===== config.mk =====
export PLATFORM = sky130hd
export DESIGN_NAME = sky_tile_projection_index_convert
export DESIGN_NICKNAME = d
export VERILOG_FILES = /design/src/stpic_pkg.sv /design/src/stpic_pipe.sv /design/src/sky_tile_projection_index_convert.sv
export SDC_FILE = /design/constraint.sdc
export NUM_CORES = 1
export LEC_CHECK = 0
export BUFFER_PORTS_ARGS = -buffer_cell sky130_fd_sc_hd__buf_2
export CORE_MARGIN = 10
export CORE_UTILIZATION = 50
export CTS_BUF_LIST = sky130_fd_sc_hd__clkbuf_4
export DETAILED_ROUTE_END_ITERATION = 8
export PLACE_DENSITY = 0.74
export SLEW_MARGIN = 10
export SYNTH_ARGS = -nofsm -noshare
export SYNTH_HDL_FRONTEND = slang
export SYNTH_SLANG_ARGS = --single-unit
export TNS_END_PERCENT = 5

===== constraint.sdc =====
create_clock -name clk -period 7.4 [get_ports clk]
set_input_delay 0.37 -clock clk [delete_from_list [all_inputs] [get_ports clk]]
set_output_delay 0.37 -clock clk [all_outputs]
set_load 0.1 [all_outputs]

===== src/stpic_pkg.sv =====
// ----------------------------------------------------------------------------
// stpic_pkg
// Shared types, register map and gore tables for the sky tile converter.
// ----------------------------------------------------------------------------
package stpic_pkg;

	localparam int unsigned MAX_TILES_PER_FACET = 4096;

	localparam int unsigned TILE_W = 15;
	localparam int unsigned OUT_W  = 16;
	localparam int unsigned TPF_W  = 13;
	// multiples of the facet size, up to nine times an unchecked 13-bit value
	localparam int unsigned MULT_W = 17;
	// signed working width of the placement arithmetic
	localparam int unsigned SW     = 20;

	localparam int unsigned ADDR_W = 4;
	localparam int unsigned DATA_W = 32;

	typedef enum logic [1:0] {
		REG_TPF  = 2'd0,
		REG_PROJ = 2'd1,
		REG_RAW  = 2'd2
	} reg_idx_t;

	typedef enum logic [1:0] {
		PROJ_SAME  = 2'd0,
		PROJ_SHIFT = 2'd1,
		PROJ_XPH_N = 2'd2,
		PROJ_XPH_S = 2'd3
	} proj_t;

	typedef enum logic [1:0] {
		ROT_0   = 2'd0,
		ROT_90  = 2'd1,
		ROT_180 = 2'd2,
		ROT_270 = 2'd3
	} rot_t;

	typedef struct packed {
		logic [TILE_W-1:0] tile_x;
		logic [TILE_W-1:0] tile_y;
	} in_t;

	typedef struct packed {
		logic signed [OUT_W-1:0] out_x;
		logic signed [OUT_W-1:0] out_y;
		logic                    valid_res;
	} out_t;

	typedef struct packed {
		logic [TPF_W-1:0] tpf;
		proj_t            proj;
		logic             raw;
	} cfg_t;

	// per-gore rotation and translation (in facets)
	localparam rot_t ROT_N [4] = '{ROT_0, ROT_90, ROT_180, ROT_270};
	localparam logic signed [3:0] XTR_N [4] = '{4'sd2, 4'sd1, -4'sd2, -4'sd3};
	localparam logic signed [3:0] YTR_N [4] = '{4'sd0, 4'sd1, 4'sd0, -4'sd3};
	localparam rot_t ROT_S [4] = '{ROT_90, ROT_0, ROT_270, ROT_180};
	localparam logic signed [3:0] XTR_S [4] = '{4'sd0, -4'sd1, 4'sd0, -4'sd1};
	localparam logic signed [3:0] YTR_S [4] = '{4'sd0, 4'sd1, 4'sd0, -4'sd3};

endpackage


===== src/stpic_pipe.sv =====
// ----------------------------------------------------------------------------
// stpic_pipe
// Five-register datapath: input capture, facet and gore classification,
// placement terms, rotation, final translation into the result register.
// ----------------------------------------------------------------------------
module stpic_pipe import stpic_pkg::*; (
	input  logic clk,
	input  logic arst_n,
	input  cfg_t cfg,
	input  logic in_vld,
	input  in_t  in_req,
	output logic out_vld,
	output out_t out_res
);

	// facet size multiples, following the configuration
	logic [MULT_W-1:0] m_q [10];
	logic              n_bad_q;

	always_ff @(posedge clk or negedge arst_n) begin
		if (!arst_n) begin
			for (int i = 0; i < 10; i++) m_q[i] <= '0;
			n_bad_q <= 1'b1;
		end else begin
			for (int i = 0; i < 10; i++)
				m_q[i] <= MULT_W'(i) * MULT_W'(cfg.tpf);
			n_bad_q <= (cfg.tpf == '0) || (32'(cfg.tpf) > MAX_TILES_PER_FACET);
		end
	end

	// stage 1: capture
	logic              v_s1;
	logic [TILE_W-1:0] x_s1, y_s1;

	always_ff @(posedge clk or negedge arst_n) begin
		if (!arst_n) begin
			v_s1 <= 1'b0;
		end else begin
			v_s1 <= in_vld;
		end
	end

	always_ff @(posedge clk) begin
		if (in_vld) begin
			x_s1 <= in_req.tile_x;
			y_s1 <= in_req.tile_y;
		end
	end

	// stage 2: classification
	logic [MULT_W-1:0] xe, ye, xpy1, y1;
	logic [5:1]        ge_x, ge_y;
	logic [2:0]        xf, yf, g_full;
	logic              off_facet, half, g_bad, wrap, unwrap, ok_c;
	logic              xph;

	always_comb begin
		xe   = MULT_W'(x_s1);
		ye   = MULT_W'(y_s1);
		xpy1 = xe + ye + MULT_W'(1);
		y1   = ye + MULT_W'(1);
		for (int k = 1; k <= 5; k++) begin
			ge_x[k] = xe >= m_q[k];
			ge_y[k] = ye >= m_q[k];
		end
		xf = 3'(ge_x[1]) + 3'(ge_x[2]) + 3'(ge_x[3]) + 3'(ge_x[4]);
		yf = 3'(ge_y[1]) + 3'(ge_y[2]) + 3'(ge_y[3]) + 3'(ge_y[4]);
		off_facet = ({1'b0, yf} > {1'b0, xf} + 4'd1) || ({1'b0, xf} > {1'b0, yf} + 4'd1);
		half = !cfg.raw && ((xpy1 < m_q[1]) || (xpy1 >= m_q[9]));
		g_full = 3'(xpy1 >= m_q[3]) + 3'(xpy1 >= m_q[5])
		       + 3'(xpy1 >= m_q[7]) + 3'(xpy1 >= m_q[9]);
		xph   = (cfg.proj == PROJ_XPH_N) || (cfg.proj == PROJ_XPH_S);
		g_bad = xph && (g_full > 3'd3);
		wrap   = ge_x[3] || ge_y[3] || (ge_x[2] && ge_y[2]);
		unwrap = wrap && !cfg.raw && (y1 < m_q[3]) && (xpy1 < m_q[5]);
		ok_c   = !n_bad_q && !ge_x[5] && !ge_y[5] && !off_facet && !half && !g_bad;
	end

	logic              v_s2, ok_s2, back_s2;
	logic [1:0]        g_s2;
	logic [TILE_W-1:0] x_s2, y_s2;

	always_ff @(posedge clk or negedge arst_n) begin
		if (!arst_n) begin
			v_s2 <= 1'b0;
		end else begin
			v_s2 <= v_s1;
		end
	end

	always_ff @(posedge clk) begin
		if (v_s1) begin
			x_s2    <= x_s1;
			y_s2    <= y_s1;
			g_s2    <= g_full[1:0];
			ok_s2   <= ok_c;
			back_s2 <= wrap && !unwrap;
		end
	end

	// stage 3: offset, rotation and translation terms
	logic signed [SW-1:0] off_c, eoff_c, tx_c, ty_c;
	logic signed [3:0]    kx, ky;
	rot_t                 rot_c;

	always_comb begin
		off_c = '0;
		rot_c = ROT_0;
		kx    = '0;
		ky    = '0;
		case (cfg.proj)
			PROJ_SAME: begin
				kx = '0;
				ky = '0;
			end
			PROJ_SHIFT: begin
				kx = back_s2 ? -4'sd2 : 4'sd2;
				ky = kx;
			end
			PROJ_XPH_N: begin
				off_c = SW'(m_q[{2'b00, g_s2}]);
				rot_c = ROT_N[g_s2];
				kx    = $signed({2'b00, g_s2}) + XTR_N[g_s2];
				ky    = $signed({2'b00, g_s2}) + YTR_N[g_s2];
			end
			PROJ_XPH_S: begin
				off_c = SW'(m_q[{2'b00, g_s2}]);
				rot_c = ROT_S[g_s2];
				kx    = $signed({2'b00, g_s2}) + XTR_S[g_s2];
				ky    = $signed({2'b00, g_s2}) + YTR_S[g_s2];
			end
			default: begin
				off_c = '0;
			end
		endcase
		eoff_c = SW'(m_q[2]) - SW'(1) + off_c;
		tx_c   = SW'(kx) * SW'($signed({1'b0, cfg.tpf}));
		ty_c   = SW'(ky) * SW'($signed({1'b0, cfg.tpf}));
	end

	logic                 v_s3, ok_s3;
	logic [TILE_W-1:0]    x_s3, y_s3;
	logic signed [SW-1:0] off_s3, eoff_s3, tx_s3, ty_s3;
	rot_t                 rot_s3;

	always_ff @(posedge clk or negedge arst_n) begin
		if (!arst_n) begin
			v_s3 <= 1'b0;
		end else begin
			v_s3 <= v_s2;
		end
	end

	always_ff @(posedge clk) begin
		if (v_s2) begin
			x_s3    <= x_s2;
			y_s3    <= y_s2;
			ok_s3   <= ok_s2;
			off_s3  <= off_c;
			eoff_s3 <= eoff_c;
			tx_s3   <= tx_c;
			ty_s3   <= ty_c;
			rot_s3  <= rot_c;
		end
	end

	// stage 4: rotate within the gore
	logic signed [SW-1:0] dx, dy, edx, edy, rx_c, ry_c;

	always_comb begin
		dx  = SW'(x_s3) - off_s3;
		dy  = SW'(y_s3) - off_s3;
		edx = eoff_s3 - SW'(x_s3);
		edy = eoff_s3 - SW'(y_s3);
		case (rot_s3)
			ROT_0: begin
				rx_c = dx;
				ry_c = dy;
			end
			ROT_90: begin
				rx_c = edy;
				ry_c = dx;
			end
			ROT_180: begin
				rx_c = edx;
				ry_c = edy;
			end
			ROT_270: begin
				rx_c = dy;
				ry_c = edx;
			end
			default: begin
				rx_c = dx;
				ry_c = dy;
			end
		endcase
	end

	logic                 v_s4, ok_s4;
	logic signed [SW-1:0] rx_s4, ry_s4, tx_s4, ty_s4;

	always_ff @(posedge clk or negedge arst_n) begin
		if (!arst_n) begin
			v_s4 <= 1'b0;
		end else begin
			v_s4 <= v_s3;
		end
	end

	always_ff @(posedge clk) begin
		if (v_s3) begin
			ok_s4 <= ok_s3;
			rx_s4 <= rx_c;
			ry_s4 <= ry_c;
			tx_s4 <= tx_s3;
			ty_s4 <= ty_s3;
		end
	end

	// stage 5: translate, zero bad tiles
	logic signed [SW-1:0] fx, fy;
	logic                 done_q;
	out_t                 res_q;

	assign fx = rx_s4 + tx_s4;
	assign fy = ry_s4 + ty_s4;

	always_ff @(posedge clk or negedge arst_n) begin
		if (!arst_n) begin
			done_q <= 1'b0;
		end else begin
			done_q <= v_s4;
		end
	end

	always_ff @(posedge clk) begin
		if (v_s4) begin
			res_q.out_x     <= ok_s4 ? fx[OUT_W-1:0] : '0;
			res_q.out_y     <= ok_s4 ? fy[OUT_W-1:0] : '0;
			res_q.valid_res <= ok_s4;
		end
	end

	assign out_vld = done_q;
	assign out_res = res_q;

endmodule


===== src/sky_tile_projection_index_convert.sv =====
// ----------------------------------------------------------------------------
// sky_tile_projection_index_convert
// Maps a tile index of the 5x5-facet sky grid into a target projection.
// ----------------------------------------------------------------------------
// Use:
//   A request (tile_x, tile_y in req) is taken at an edge with start high and
//   busy low. busy is always low: one request may enter every cycle.
//   Each result appears on res for exactly one cycle with done high, once it
//   has passed four pipeline registers (capture, classification, placement
//   terms, rotation) and then the result register. Results come out in
//   request order, one per request.
//   The receiver cannot hold results off; none is needed, as the pipeline
//   never stalls.
//   Tiles off the facets, in the unused half facets (unless raw_mode is set),
//   outside the grid, in a gore beyond the fourth (XPH projections only), or
//   with a bad facet size, give valid_res low and zero coordinates.
//   Registers on the APB port: 0x0 tiles_per_facet, 0x4 projection,
//   0x8 raw_mode. Write them only while no request is in flight.
//   Reset clears the pipeline valid bits and loads the register defaults.
// ----------------------------------------------------------------------------
module sky_tile_projection_index_convert import stpic_pkg::*; (
	input  logic              clk,
	input  logic              arst_n,
	input  logic              start,
	output logic              busy,
	input  in_t               req,
	output logic              done,
	output out_t              res,
	input  logic              psel,
	input  logic              penable,
	input  logic              pwrite,
	input  logic [ADDR_W-1:0] paddr,
	input  logic [DATA_W-1:0] pwdata,
	output logic [DATA_W-1:0] prdata,
	output logic              pready
);

	logic [TPF_W-1:0] tiles_per_facet_q;
	proj_t            projection_q;
	logic             raw_mode_q;
	logic             wr;
	reg_idx_t         widx;
	cfg_t             cfg;

	assign pready = 1'b1;
	assign busy   = 1'b0;
	assign wr     = psel && penable && pwrite && pready;
	assign widx   = reg_idx_t'(paddr[3:2]);

	always_ff @(posedge clk or negedge arst_n) begin
		if (!arst_n) begin
			tiles_per_facet_q <= TPF_W'(64);
			projection_q      <= PROJ_SAME;
			raw_mode_q        <= 1'b0;
		end else if (wr) begin
			case (widx)
				REG_TPF:  tiles_per_facet_q <= pwdata[TPF_W-1:0];
				REG_PROJ: projection_q      <= proj_t'(pwdata[1:0]);
				REG_RAW:  raw_mode_q        <= pwdata[0];
				default: ;
			endcase
		end
	end

	always_comb begin
		case (widx)
			REG_TPF:  prdata = DATA_W'(tiles_per_facet_q);
			REG_PROJ: prdata = DATA_W'(projection_q);
			REG_RAW:  prdata = DATA_W'(raw_mode_q);
			default:  prdata = '0;
		endcase
	end

	assign cfg.tpf  = tiles_per_facet_q;
	assign cfg.proj = projection_q;
	assign cfg.raw  = raw_mode_q;

	stpic_pipe u_pipe (
		.clk     (clk),
		.arst_n  (arst_n),
		.cfg     (cfg),
		.in_vld  (start && !busy),
		.in_req  (req),
		.out_vld (done),
		.out_res (res)
	);

	a_latency: assert property (@(posedge clk) disable iff (!arst_n)
		(start && !busy) |-> ##5 done)
		else $error("request without result five cycles later");

	a_no_extra: assert property (@(posedge clk) disable iff (!arst_n)
		!(start && !busy) |-> ##5 !done)
		else $error("result without request");

	a_zero_bad: assert property (@(posedge clk) disable iff (!arst_n)
		(done && !res.valid_res) |-> (res.out_x == '0 && res.out_y == '0))
		else $error("bad tile with nonzero coordinates");

	a_zero_tpf: assert property (@(posedge clk) disable iff (!arst_n)
		(done && tiles_per_facet_q == '0) |-> !res.valid_res)
		else $error("valid result with zero facet size");

endmodule

==> results.txt <==
----------------------------------------------------
[Placed design]
  Count of input and output buffers ... 97
  Post-detail-place hpwl ... about 55000 µm
  Routability-driven placement congestion ratio ... 0.946

[Synthesis]
  Register bit total from synthesis ... roughly 350
  Library cell with the largest summed area after synthesis ... sky130_fd_sc_hd__edfxtp_1
  Share of Yosys cell area claimed by the top area cell type ... 0.277
  Synthesized area divided by synthesized cell count ... 10.6 µm²
  Top cells by instance count after synthesis ... sky130_fd_sc_hd__ha_1, sky130_fd_sc_hd__edfxtp_1, sky130_fd_sc_hd__inv_1, sky130_fd_sc_hd__xnor2_1, sky130_fd_sc_hd__nand2_1
  Most numerous cell in the Yosys netlist ... sky130_fd_sc_hd__ha_1
  Instance count of the mapped netlist ... ~2600
  Yosys warning total ... 0
  Sequential fraction of the synthesis area ... 0.359
  Library cells used by synthesis ... approximately 90
  Leading register cell type out of synthesis ... sky130_fd_sc_hd__edfxtp_1
  Cell types with the largest area share after synthesis ... sky130_fd_sc_hd__edfxtp_1, sky130_fd_sc_hd__ha_1, sky130_fd_sc_hd__dfrtp_1
  Post-synthesis cell area ... ~28000 µm²
  Proportion of synthesized flip-flops having asynchronous set or reset ... 0.264
  Post-synth EDFFs ... between 200 and 300

[Power and ir drop]
  Post-layout power ... 12300 µW
  Power density relative to cell area ... 401 nW/µm²
  Peak supply drop ... ~0.2 mV
  Leak Pwr ... between 0.01 and 0.015 µW

[Floorplan]
  # IOs ... 140
  Overall die height ... 255 µm
  Std cell rows ... 85
  Die width ... 255 µm
  Die ar. ... 64900 µm²
  Initial Util ... 0.508
  Area of the core ... 54200 µm²

[Critical path]
  Most frequent cell on the critical path ... sky130_fd_sc_hd__ha_1
  Kind of launch point of the worst setup path ... register
  Biggest cell delay along the critical path ... 0.52 ns
  Worst endpoint required time ... 8.09 ns
  Path type of the worst setup path ... register to register
  Crit. End Element ... register
  Arrival @ worst endpoint ... 7.74 ns
  Worst path top cell family by delay ... compound AO/OA/AOI/OAI gates
  Standard cell with the maximum stage delay on the critical path ... sky130_fd_sc_hd__mux4_2
  Buffer and inverter count on the worst path ... 2
  Crit-path max FO ... 7

[Drt]
  Detailed Route Iter0 Violations ... 1261
  Mean routed wirelength per cell ... 20.0 µm
  Top layer in use ... met5
  Final WL ... a little over 70000 µm
  Vias after detailed routing ... around 20000
  Total met3 wirelength after detailed routing ... 4140 µm
  DRC violations left ... 0
  Routed wire length on met2 ... 35000 µm
  Antenna Violating Nets Remaining ... 0
  Pre-antenna DRT Iters ... 5
  Vias per Instance ... around 5.7
  Metal1 wirelength ... 29800 µm

[Clocking]
  TritonCTS clock tree ... done
  CTS clock-pin slew for the worst setup and hold paths ... 0.07 ns
  Post-CTS setup-driven buffer insertion count ... 0
  Number of buffers created by CTS ... 95
  Clock root buffer master ... sky130_fd_sc_hd__clkbuf_4
  Number of sinks handled by clock tree synthesis ... 345
  Deepest clock path buffer count ... 3
  Clock latency on the worst-skew pair ... 0.88 ns
  H-tree level count ... 3

[Finish]
  Layout cell share with drive strength beyond 1 ... 0.118
  Filler instances ... around 4700
  Final layout net count ... between 3000 and 4000
  Area of all sequential standard cells ... 9910 µm²
  Combined area of the multi-input logic cells ... 16500 µm²
  Growth of design area from synthesis to finish ... 11.4%

[Timing]
  Highest clock frequency the design can meet ... 142 MHz
  Worst Clk Skew ... 0.0811 ns
  Worst Tran Pin Value ... 1.02 ns
  Finish-stage setup viols ... 0
  Minimum period implied by the final worst setup slack ... 7.05 ns
  Final sum of negative setup slack ... 0 ns
  Max-slew headroom at the worst pin ... 0.320
  Part of the cycle the worst path needs ... 0.953
  Final-report hold violation count ... 0
  Unrepaired setup endpoints after global routing ... false
  Max Slew Vio Count ... 0

[Global route]
  Remaining Overflow, GRT ... 0
  GRT Util Overall ... 0.223
  Via count of the first global-routing pass ... roughly 21000
  First-pass GRT wire length ... 113000 µm
  Largest net degree at the start of global routing ... slightly below 80
  Antenna violations before repair ... 2

[Run status]
  Result of the run ... complete, no violations

[Flow run]
  Maximum Capacitance Violations ... 0

[Hold path]
  Kind of path behind the tightest hold check ... primary input to register

----------------------------------------------------
-- cell families (layout without fill, tap and decap cells) --
| family | after synthesis | count (layout) | share of synthesized area |
|---|---|---|---|
| compound gates | 560 | 560 | 0.133 |
| xor+xnor | 198 | 198 | 0.0632 |
| fa+ha+maj | 550 | 550 | 0.264 |
| buf+inv | 305 | 603 | 0.0444 |
| flops | 345 | 345 | 0.359 |
| mux | 40 | 40 | 0.0270 |
| other cells | 2 | 22 | 0.000272 |
| simple gates | 590 | 590 | 0.109 |
-- metal layers --
layer	track usage	vias up
met1	0.267	9847
met5	0	-
met2	0.386	649
met3	0.0407	183
li1	-	9899
met4	0.0961	2
-- per-stage QoR --
step / instance area (µm²) / hold slack, ns / util / setup slack, ns / cells
floorplan: 27600 / 0.0744 / - / 1.51 / 2609
CTS: 30700 / 0.0284 / 0.566 / 0.342 / 3603
global placement: 29000 / 0.281 / 0.534 / 0.588 / 3379
global route: 30700 / 0.0547 / 0.566 / 0.0122 / 3604
detailed placement: 29000 / 0.287 / 0.534 / 0.375 / 3379
finish: 30700 / 0.0921 / 0.566 / 0.348 / 3604
-- worst reg2reg max path, cell delays in order (launching register included) --
cell and delay (ns):
sky130_fd_sc_hd__edfxtp_1 0.51, sky130_fd_sc_hd__ha_1 0.25, sky130_fd_sc_hd__inv_1 0.06, sky130_fd_sc_hd__fa_1 0.43, sky130_fd_sc_hd__nand2b_1 0.22, sky130_fd_sc_hd__a21bo_1 0.22, sky130_fd_sc_hd__a21oi_1 0.23, sky130_fd_sc_hd__o21ai_1 0.09
sky130_fd_sc_hd__mux4_2 0.52, sky130_fd_sc_hd__nand4bb_1 0.30, sky130_fd_sc_hd__or2_1 0.28, sky130_fd_sc_hd__xnor2_1 0.30, sky130_fd_sc_hd__inv_1 0.22, sky130_fd_sc_hd__ha_1 0.35, sky130_fd_sc_hd__nand4_1 0.14, sky130_fd_sc_hd__o2111ai_1 0.12
sky130_fd_sc_hd__a211oi_1 0.39, sky130_fd_sc_hd__o41ai_1 0.16, sky130_fd_sc_hd__ha_1 0.34, sky130_fd_sc_hd__fa_1 0.40, sky130_fd_sc_hd__ha_1 0.19, sky130_fd_sc_hd__a221oi_1 0.41, sky130_fd_sc_hd__o221ai_1 0.22, sky130_fd_sc_hd__nor3_1 0.21
sky130_fd_sc_hd__o2111ai_1 0.16, sky130_fd_sc_hd__a41oi_2 0.17
-- layout make-up --
cell class,count,area share
Antenna cell,1,0.0000815
Clock buffer,127,0.0311
Clock inverter,51,0.0104
Inverter,251,0.0307
Multi-Input combinational cell,1959,0.538
Sequential cell,345,0.323
Tap cell,696,0.0284
Timing Repair Buffer,174,0.0385
-- state kept, by name, summed over array words and instances, names as in the netlist, 16 cells and up --
signal,count
u_pipe.m_q,69
u_pipe.out_res,33
u_pipe.eoff_s3,16
u_pipe.rx_s4,16
u_pipe.ry_s4,16
-- path summary, 6_finish.rpt --
| path | cells after the start | end | slack, ns | startpoint |
|---|---|---|---|---|
| setup reg to reg | 25 | u_pipe.ok_s2 | 0.35 | u_pipe.y_s1[0] |
| hold / removal | 4 | raw_mode_q | 0.09 | penable |
| min in group asynchronous | 2 | tiles_per_facet_q[6] | 0.12 | arst_n |
| setup / recovery | 25 | u_pipe.ok_s2 | 0.35 | u_pipe.y_s1[0] |
| hold reg to reg | 0 | u_pipe.ok_s4 | 0.35 | u_pipe.ok_s3 |
| max in group asynchronous | 3 | u_pipe.v_s3 | 5.81 | arst_n |
-- cell usage in the layout, fill, tap and decap left out, types with 12 or more instances in the layout --
master,n
sky130_fd_sc_hd__edfxtp_1,254
sky130_fd_sc_hd__xor2_1,48
sky130_fd_sc_hd__nand2b_1,32
sky130_fd_sc_hd__clkinv_1,33
sky130_fd_sc_hd__nor3_1,52
sky130_fd_sc_hd__xnor2_1,149
sky130_fd_sc_hd__buf_4,32
sky130_fd_sc_hd__a22oi_1,12
sky130_fd_sc_hd__mux4_2,27
sky130_fd_sc_hd__a21oi_1,138
sky130_fd_sc_hd__and3_1,18
sky130_fd_sc_hd__a21o_1,77
sky130_fd_sc_hd__a211oi_1,12
sky130_fd_sc_hd__dfrtp_1,87
sky130_fd_sc_hd__fa_1,53
sky130_fd_sc_hd__ha_1,497
sky130_fd_sc_hd__o21a_1,55
sky130_fd_sc_hd__nand3_1,38
sky130_fd_sc_hd__nor2_1,118
sky130_fd_sc_hd__buf_2,96
sky130_fd_sc_hd__o21bai_1,19
sky130_fd_sc_hd__a31oi_1,21
sky130_fd_sc_hd__clkbuf_4,127
sky130_fd_sc_hd__conb_1,21
sky130_fd_sc_hd__dlygate4sd3_1,46
sky130_fd_sc_hd__and2_1,33
sky130_fd_sc_hd__inv_1,249
sky130_fd_sc_hd__nor2b_1,66
sky130_fd_sc_hd__o21ai_0,117
sky130_fd_sc_hd__o211ai_1,12
sky130_fd_sc_hd__nand2_1,145
sky130_fd_sc_hd__nand4_1,23
-- where the power goes --
part | switching, µW | internal (µW) | total [µW]
combinational | 4250 | 2950 | 7200
sequential | 477 | 2870 | 3350
clock | 843 | 922 | 1760
total | 5570 | 6750 | 12300
-- what timing repair did --
| action | CTS | global route |
|---|---|---|
| hold buffers | 46 | 0 |
| gates resized for setup | 0 | 1 |
| hold endpoints to repair | 66 | 0 |
| endpoints found under the setup margin | 0 | 1 |
Power figures use the tool's default switching activity.
